==> src/hw/rtl/b2bcd_pkg.sv <==
// Shared constants, types and helpers for the binary to BCD digit strobe.
// No dependencies.
package b2bcd_pkg;

    localparam int MAX_DIGITS  = 3;
    localparam int VALUE_WIDTH = 32;

    localparam int DIGIT_W  = 4;
    localparam int SEL_W    = 2;
    localparam int CNT_W    = $clog2(MAX_DIGITS + 1);
    localparam int CFG_W    = 2;
    localparam int S_DATA_W = 32;
    localparam int M_DATA_W = 8;
    localparam int VEC_W    = MAX_DIGITS * DIGIT_W;

    // Reciprocal of ten for a 32-bit dividend: q = (x * DIV10_MUL) >> DIV10_SHIFT
    localparam int          PROD_W      = VALUE_WIDTH + 32;
    localparam logic [31:0] DIV10_MUL   = 32'hCCCC_CCCD;
    localparam int          DIV10_SHIFT = 35;

    localparam logic [CFG_W-1:0] COUNT_RESET = CFG_W'(3);

    typedef logic [DIGIT_W-1:0]           digit_t;
    typedef logic [MAX_DIGITS-1:0][DIGIT_W-1:0] digit_vec_t;
    typedef logic [CNT_W-1:0]             count_t;
    typedef logic [VALUE_WIDTH-1:0]       quot_t;

    // Item as it travels down the divide-by-ten pipeline
    typedef struct packed {
        quot_t      quot;
        digit_vec_t digits;
        count_t     count;
    } stage_data_t;

    // Low four bits of ten times q
    function automatic digit_t times10_lo(input quot_t q);
        digit_t a;
        digit_t b;
        a = {q[0], 3'b000};
        b = {q[2:0], 1'b0};
        return digit_t'(a + b);
    endfunction

endpackage

==> src/hw/rtl/b2bcd_serializer.sv <==
// Output serializer: sends the kept digits of one item, most significant first.
// Depends on b2bcd_pkg.
module b2bcd_serializer (
    input  logic                           aclk,
    input  logic                           aresetn,
    input  logic                           in_valid,
    output logic                           in_ready,
    input  b2bcd_pkg::stage_data_t         in_data,
    output logic                           m_tvalid,
    input  logic                           m_tready,
    output logic [b2bcd_pkg::M_DATA_W-1:0] m_tdata,
    output logic                           m_tlast
);

    logic                            busy_reg;
    logic                            busy_next;
    logic [b2bcd_pkg::VEC_W-1:0]     digits_reg;
    logic [b2bcd_pkg::VEC_W-1:0]     digits_next;
    b2bcd_pkg::count_t               left_reg;
    b2bcd_pkg::count_t               left_next;
    logic [b2bcd_pkg::SEL_W-1:0]     sel_reg;
    logic [b2bcd_pkg::SEL_W-1:0]     sel_next;
    b2bcd_pkg::count_t               skip;
    logic                            take;
    logic                            final_digit;

    assign final_digit = (left_reg == b2bcd_pkg::count_t'(1));
    assign take        = busy_reg && m_tready;
    assign in_ready    = !busy_reg || (m_tready && final_digit);
    assign skip        = b2bcd_pkg::count_t'(b2bcd_pkg::MAX_DIGITS) - in_data.count;

    // Load a new item, or drop the digit just taken
    always_comb begin
        busy_next   = busy_reg;
        digits_next = digits_reg;
        left_next   = left_reg;
        sel_next    = sel_reg;
        if (in_valid && in_ready) begin
            busy_next   = (in_data.count != '0);
            digits_next = in_data.digits << {skip, 2'b00};
            left_next   = in_data.count;
            sel_next    = '0;
        end else if (take) begin
            busy_next   = !final_digit;
            digits_next = digits_reg << b2bcd_pkg::DIGIT_W;
            left_next   = b2bcd_pkg::count_t'(left_reg - b2bcd_pkg::count_t'(1));
            sel_next    = b2bcd_pkg::SEL_W'(sel_reg + b2bcd_pkg::SEL_W'(1));
        end
    end

    always_ff @(posedge aclk) begin
        if (!aresetn) begin
            busy_reg <= 1'b0;
            left_reg <= '0;
            sel_reg  <= '0;
        end else begin
            busy_reg <= busy_next;
            left_reg <= left_next;
            sel_reg  <= sel_next;
        end
    end

    always_ff @(posedge aclk) begin
        digits_reg <= digits_next;
    end

    // Most significant remaining digit sits in the top slot
    assign m_tvalid = busy_reg;
    assign m_tlast  = final_digit;
    assign m_tdata  = {2'b00, sel_reg,
                       digits_reg[b2bcd_pkg::VEC_W-1 -: b2bcd_pkg::DIGIT_W]};

endmodule

==> config.mk <==
export PLATFORM = sky130hd
export DESIGN_NAME = b2bcd_serializer
export DESIGN_NICKNAME = d
export VERILOG_FILES = /design/src/hw/rtl/b2bcd_pkg.sv /design/src/hw/rtl/b2bcd_serializer.sv
export SDC_FILE = /design/constraint.sdc
export NUM_CORES = 1
export LEC_CHECK = 0
export ABC_AREA = 1
export BUFFER_PORTS_ARGS = -buffer_cell sky130_fd_sc_hd__buf_4
export CAP_MARGIN = 5
export CORE_MARGIN = 8
export CORE_UTILIZATION = 40
export CTS_CLUSTER_SIZE = 16
export DETAILED_ROUTE_END_ITERATION = 7
export GPL_TIMING_DRIVEN = 1
export HOLD_SLACK_MARGIN = 0.15
export PLACE_DENSITY_LB_ADDON = 0.08
export SLEW_MARGIN = 20
export SYNTH_ARGS = -nofsm -noshare
export SYNTH_HDL_FRONTEND = slang
export SYNTH_SLANG_ARGS = --single-unit
==> constraint.sdc <==
create_clock -name aclk -period 1.73 [get_ports aclk]
set_input_delay 0.2595 -clock aclk [delete_from_list [all_inputs] [get_ports aclk]]
set_output_delay 0.2595 -clock aclk [all_outputs]
set_load 0.05 [all_outputs]
==> summary.md <==
| Metric | Value |
|---|---|
| Fillers | 241 |
| Setup_tns | 0 ps |
| Final setup fails | 0 |
| Critical Path End Type | primary output |
| Compound-gate portion of the synthesized area | 0.0707 |
| Run status | finished clean |
| Largest net degree at the start of global routing | 17 |
| Sequential area share after synthesis | 0.473 |
| Synth Area in Adders | 0.0129 |
| CP startpoint | left_reg[0] |
| Netlist Area Pre-Place | 973 um^2 |
| Power Density | 837 nW/um^2 |
| Core area | 2390 um^2 |
| Initial Util | 0.408 |
| Min cycle time layout | roughly 1500 ps |
| First-pass DRT Iterations | 4 |
| Vias in the first global route | around 740 |
| Clock Latency Late Sink | 290 ps |
| Via/cell ratio | 4.60 |
| Crit path max-delay family | flip-flops |
| Synth unique cells | 24 |
| TritonCTS clock tree | done |
| Sequential Area | 460 um^2 |
| Synth warn | 0 |
| Iteration-0 DRC Markers | 13 |
| Clock tree root buffer cell | clkbuf_4 |
| R2R depth | 8 |
| XOR/XNOR Fraction of Synth Area | 0.0180 |
| Switch Pwr | 322 uW |
| Simple-Gate Fraction of Synth Area | 0.310 |
| Total Wirelength | 1.96 mm |
| CTS Sinks | 17 |
| Cell Rows | 18 |
| Max Clk Rate | 0.666 GHz |
| Top cells by area, synth | edfxtp_1 37%, nand2_1 13%, dfxtp_1 10% |
| Worst path max stage delay | 390 ps |
| Pre-CTS setup slack | 325 ps |
| Post-CTS Hold Fix Bufs | 0 |
| Hold Slack | roughly 240 ps |
| Worst Hold Class | primary input to register |
| Register-to-register setup slack | 350 ps |
| IO Pins | 61 |
| Seq pwr share | 0.506 |
| Critical path endpoint | in_ready |
| Net Sw Frac | 0.327 |
| Hold path cells | 3 |
| Worst endpoint data arrival time | 1240 ps |
| Crit-path cells | ha_2 > nand2_1 > nand2_4 > buf_4 |
| Worst vdd ir | 0.000574 V |
| RSZ-0062 raised after global routing | no |
| Final Cycle Share | 0.869 |
| Flops & latches, synth | 17 |
| Comb power frac | 0.279 |
| WS Path Type | register to primary output |
| CTS Buf Count | 3 |
| Die ar. | 4270 um^2 |
| Layout Area Growth over Synthesis | 20.8% |
| Critical path buffers and inverters | 1 |
| First-pass GRT wire length | 3.38 mm |
| Clock slew at reported path FFs | 100 ps |
| Max Fanout on Critical Path | 6 |
| DRC Markers | 0 |
| Post-route total power | 984 uW |
| Setup slack after layout | 227 ps |
| Hpwl dp | about 1.5 mm |
| Final Skew | 7.10 ps |
| Top-area cell type share of the netlist area | 0.370 |
| FF-to-FF End | digits_reg[8] |
| Fraction of layout cells with a size suffix above 1 | 0.358 |
| Final hold viol count | 0 |
| Syn Inst Count | 111 |
| Clock power share | 0.214 |
| Leak pwr | approximately 0.54 nW |
| Setup crit start kind | register |
| P_int | 663 uW |
| Total number of vias | 754 |
| Routed Antenna Nets | 0 |
| Initial antenna violation count | 0 |
| Area leader, netlist | edfxtp_1 |
| CP max-delay cell | dfxtp_1 |
| H-tree lvl count | 1 |
| WL per Instance | between 10 and 15 um |
| Post-cts sizing count | 0 |
| GRT overflow | 0 |
| Multiplexer share of the synthesized area | 0.0103 |
| Critical path required time | 1470 ps |
| GRT Resource Usage Total | 0.100 |
| Worst path depth | 4 |
| Antenna cells | 0 |
| IO Port Bufs | 26 |
| Multi-input logic area | 420 um^2 |
| DIE WIDTH | 65.3 um |
| Largest register FFs | 12 |
| Die Ht | roughly 65 um |
| Worst R2R Start | left_reg[1] |
| Routability cong. | about 0.69 |
| Final #Nets | approximately 190 |
| Post-layout util | 0.493 |
| HP Start | aresetn |
| Maximum Capacitance Violations | 0 |
| # Post-CTS Setup Buffers | 0 |
| Slew Viols, Final | 0 |
| Avg Cell Area, Syn | 8.77 um^2 |
| Max Root-Sink Buffers | 2 |
| Main combinational cell family by area after synthesis | simple AND/OR/NAND/NOR gates |
-- cells in the mapped netlist (all sizes together) --
cell type	n
buf	8
inv	8
a21boi	2
nand2	38
conb	1
o21ai	10
nor2	8
mux2i	1
ha	1
xor2	2
dfxtp	5
nand3	12
edfxtp	12
or2	3
-- how the worst min path moves through the flow --
| stage | endpoint |
|---|---|
| after floorplan | sel_reg[0] |
| after global placement | sel_reg[1] |
| after detailed placement | left_reg[1] |
| after CTS | sel_reg[0] |
| after global routing | sel_reg[1] |
| final | sel_reg[0] |
-- layout by cell type, fill, tap and decap left out --
cell type,synthesis,layout
inv_6,1,1
or2_2,3,3
xor2_1,2,2
o21ai_1,5,5
o21ai_0,4,4
nand2_1,34,34
a21boi_1,1,1
buf_4,7,26
a21boi_0,1,1
clkbuf_4,0,3
inv_1,6,6
inv_2,1,1
mux2i_1,1,1
clkinv_2,0,1
nor2_1,6,6
ha_2,0,1
o21ai_2,1,1
nand3_2,5,5
edfxtp_1,12,12
nand2_4,2,2
nand3_1,7,7
nor2_2,2,2
dfxtp_1,5,5
conb_1,1,2
nand2_2,2,2
-- kinds of logic after synthesis --
family	count (synthesis)
AND/OR/NAND/NOR	61
multiplexers	1
flip-flops	17
buffers and inverters	16
XOR/XNOR	2
adder cells (fa/ha/maj)	1
AO/OA/AOI/OAI	12
other	1
-- per-layer routing --
layer	global-route usage	part of all wire	vias to the layer above
met5	0	0	-
met4	0.0245	0.0051	0
met3	0.0408	0.057	2
met2	0.172	0.48	12
met1	0.113	0.46	337
li1	-	-	403
-- through the flow --
stage	instance area [um^2]	instances
after floorplan	980	112
after global placement	1150	160
after detailed placement	1150	160
after CTS	1180	164
after global routing	1180	164
final	1180	164
-- layout make-up --
class / instances / share of cell area
sequential: 17 / 0.391
clock inverter: 1 / 0.00426
clock buffer: 3 / 0.0191
tap: 30 / 0.0319
multi-input combinational: 79 / 0.357
timing repair buffer: 26 / 0.166
inverter: 8 / 0.0298
-- worst register-to-register path, delay by kind of cell, from the launching register on --
| kind | cells | cell delay (ps) |
|---|---|---|
| adders and majority gates | 1 | 160 |
| buffers and inverters | 2 | 120 |
| DFF | 1 | 340 |
| and+or+nand+nor | 5 | 540 |
-- power groups by stage --
stage | combinational (mW) | sequential, mW | clock [mW]
floorplan | 0.203 | 0.515 | 0
global placement | 0.277 | 0.507 | 0
detailed placement | 0.279 | 0.508 | 0
CTS | 0.279 | 0.499 | 0.219
global route | 0.304 | 0.504 | 0.239
finish | 0.275 | 0.499 | 0.211
No activity file was read; power rests on OpenSTA's default activity.
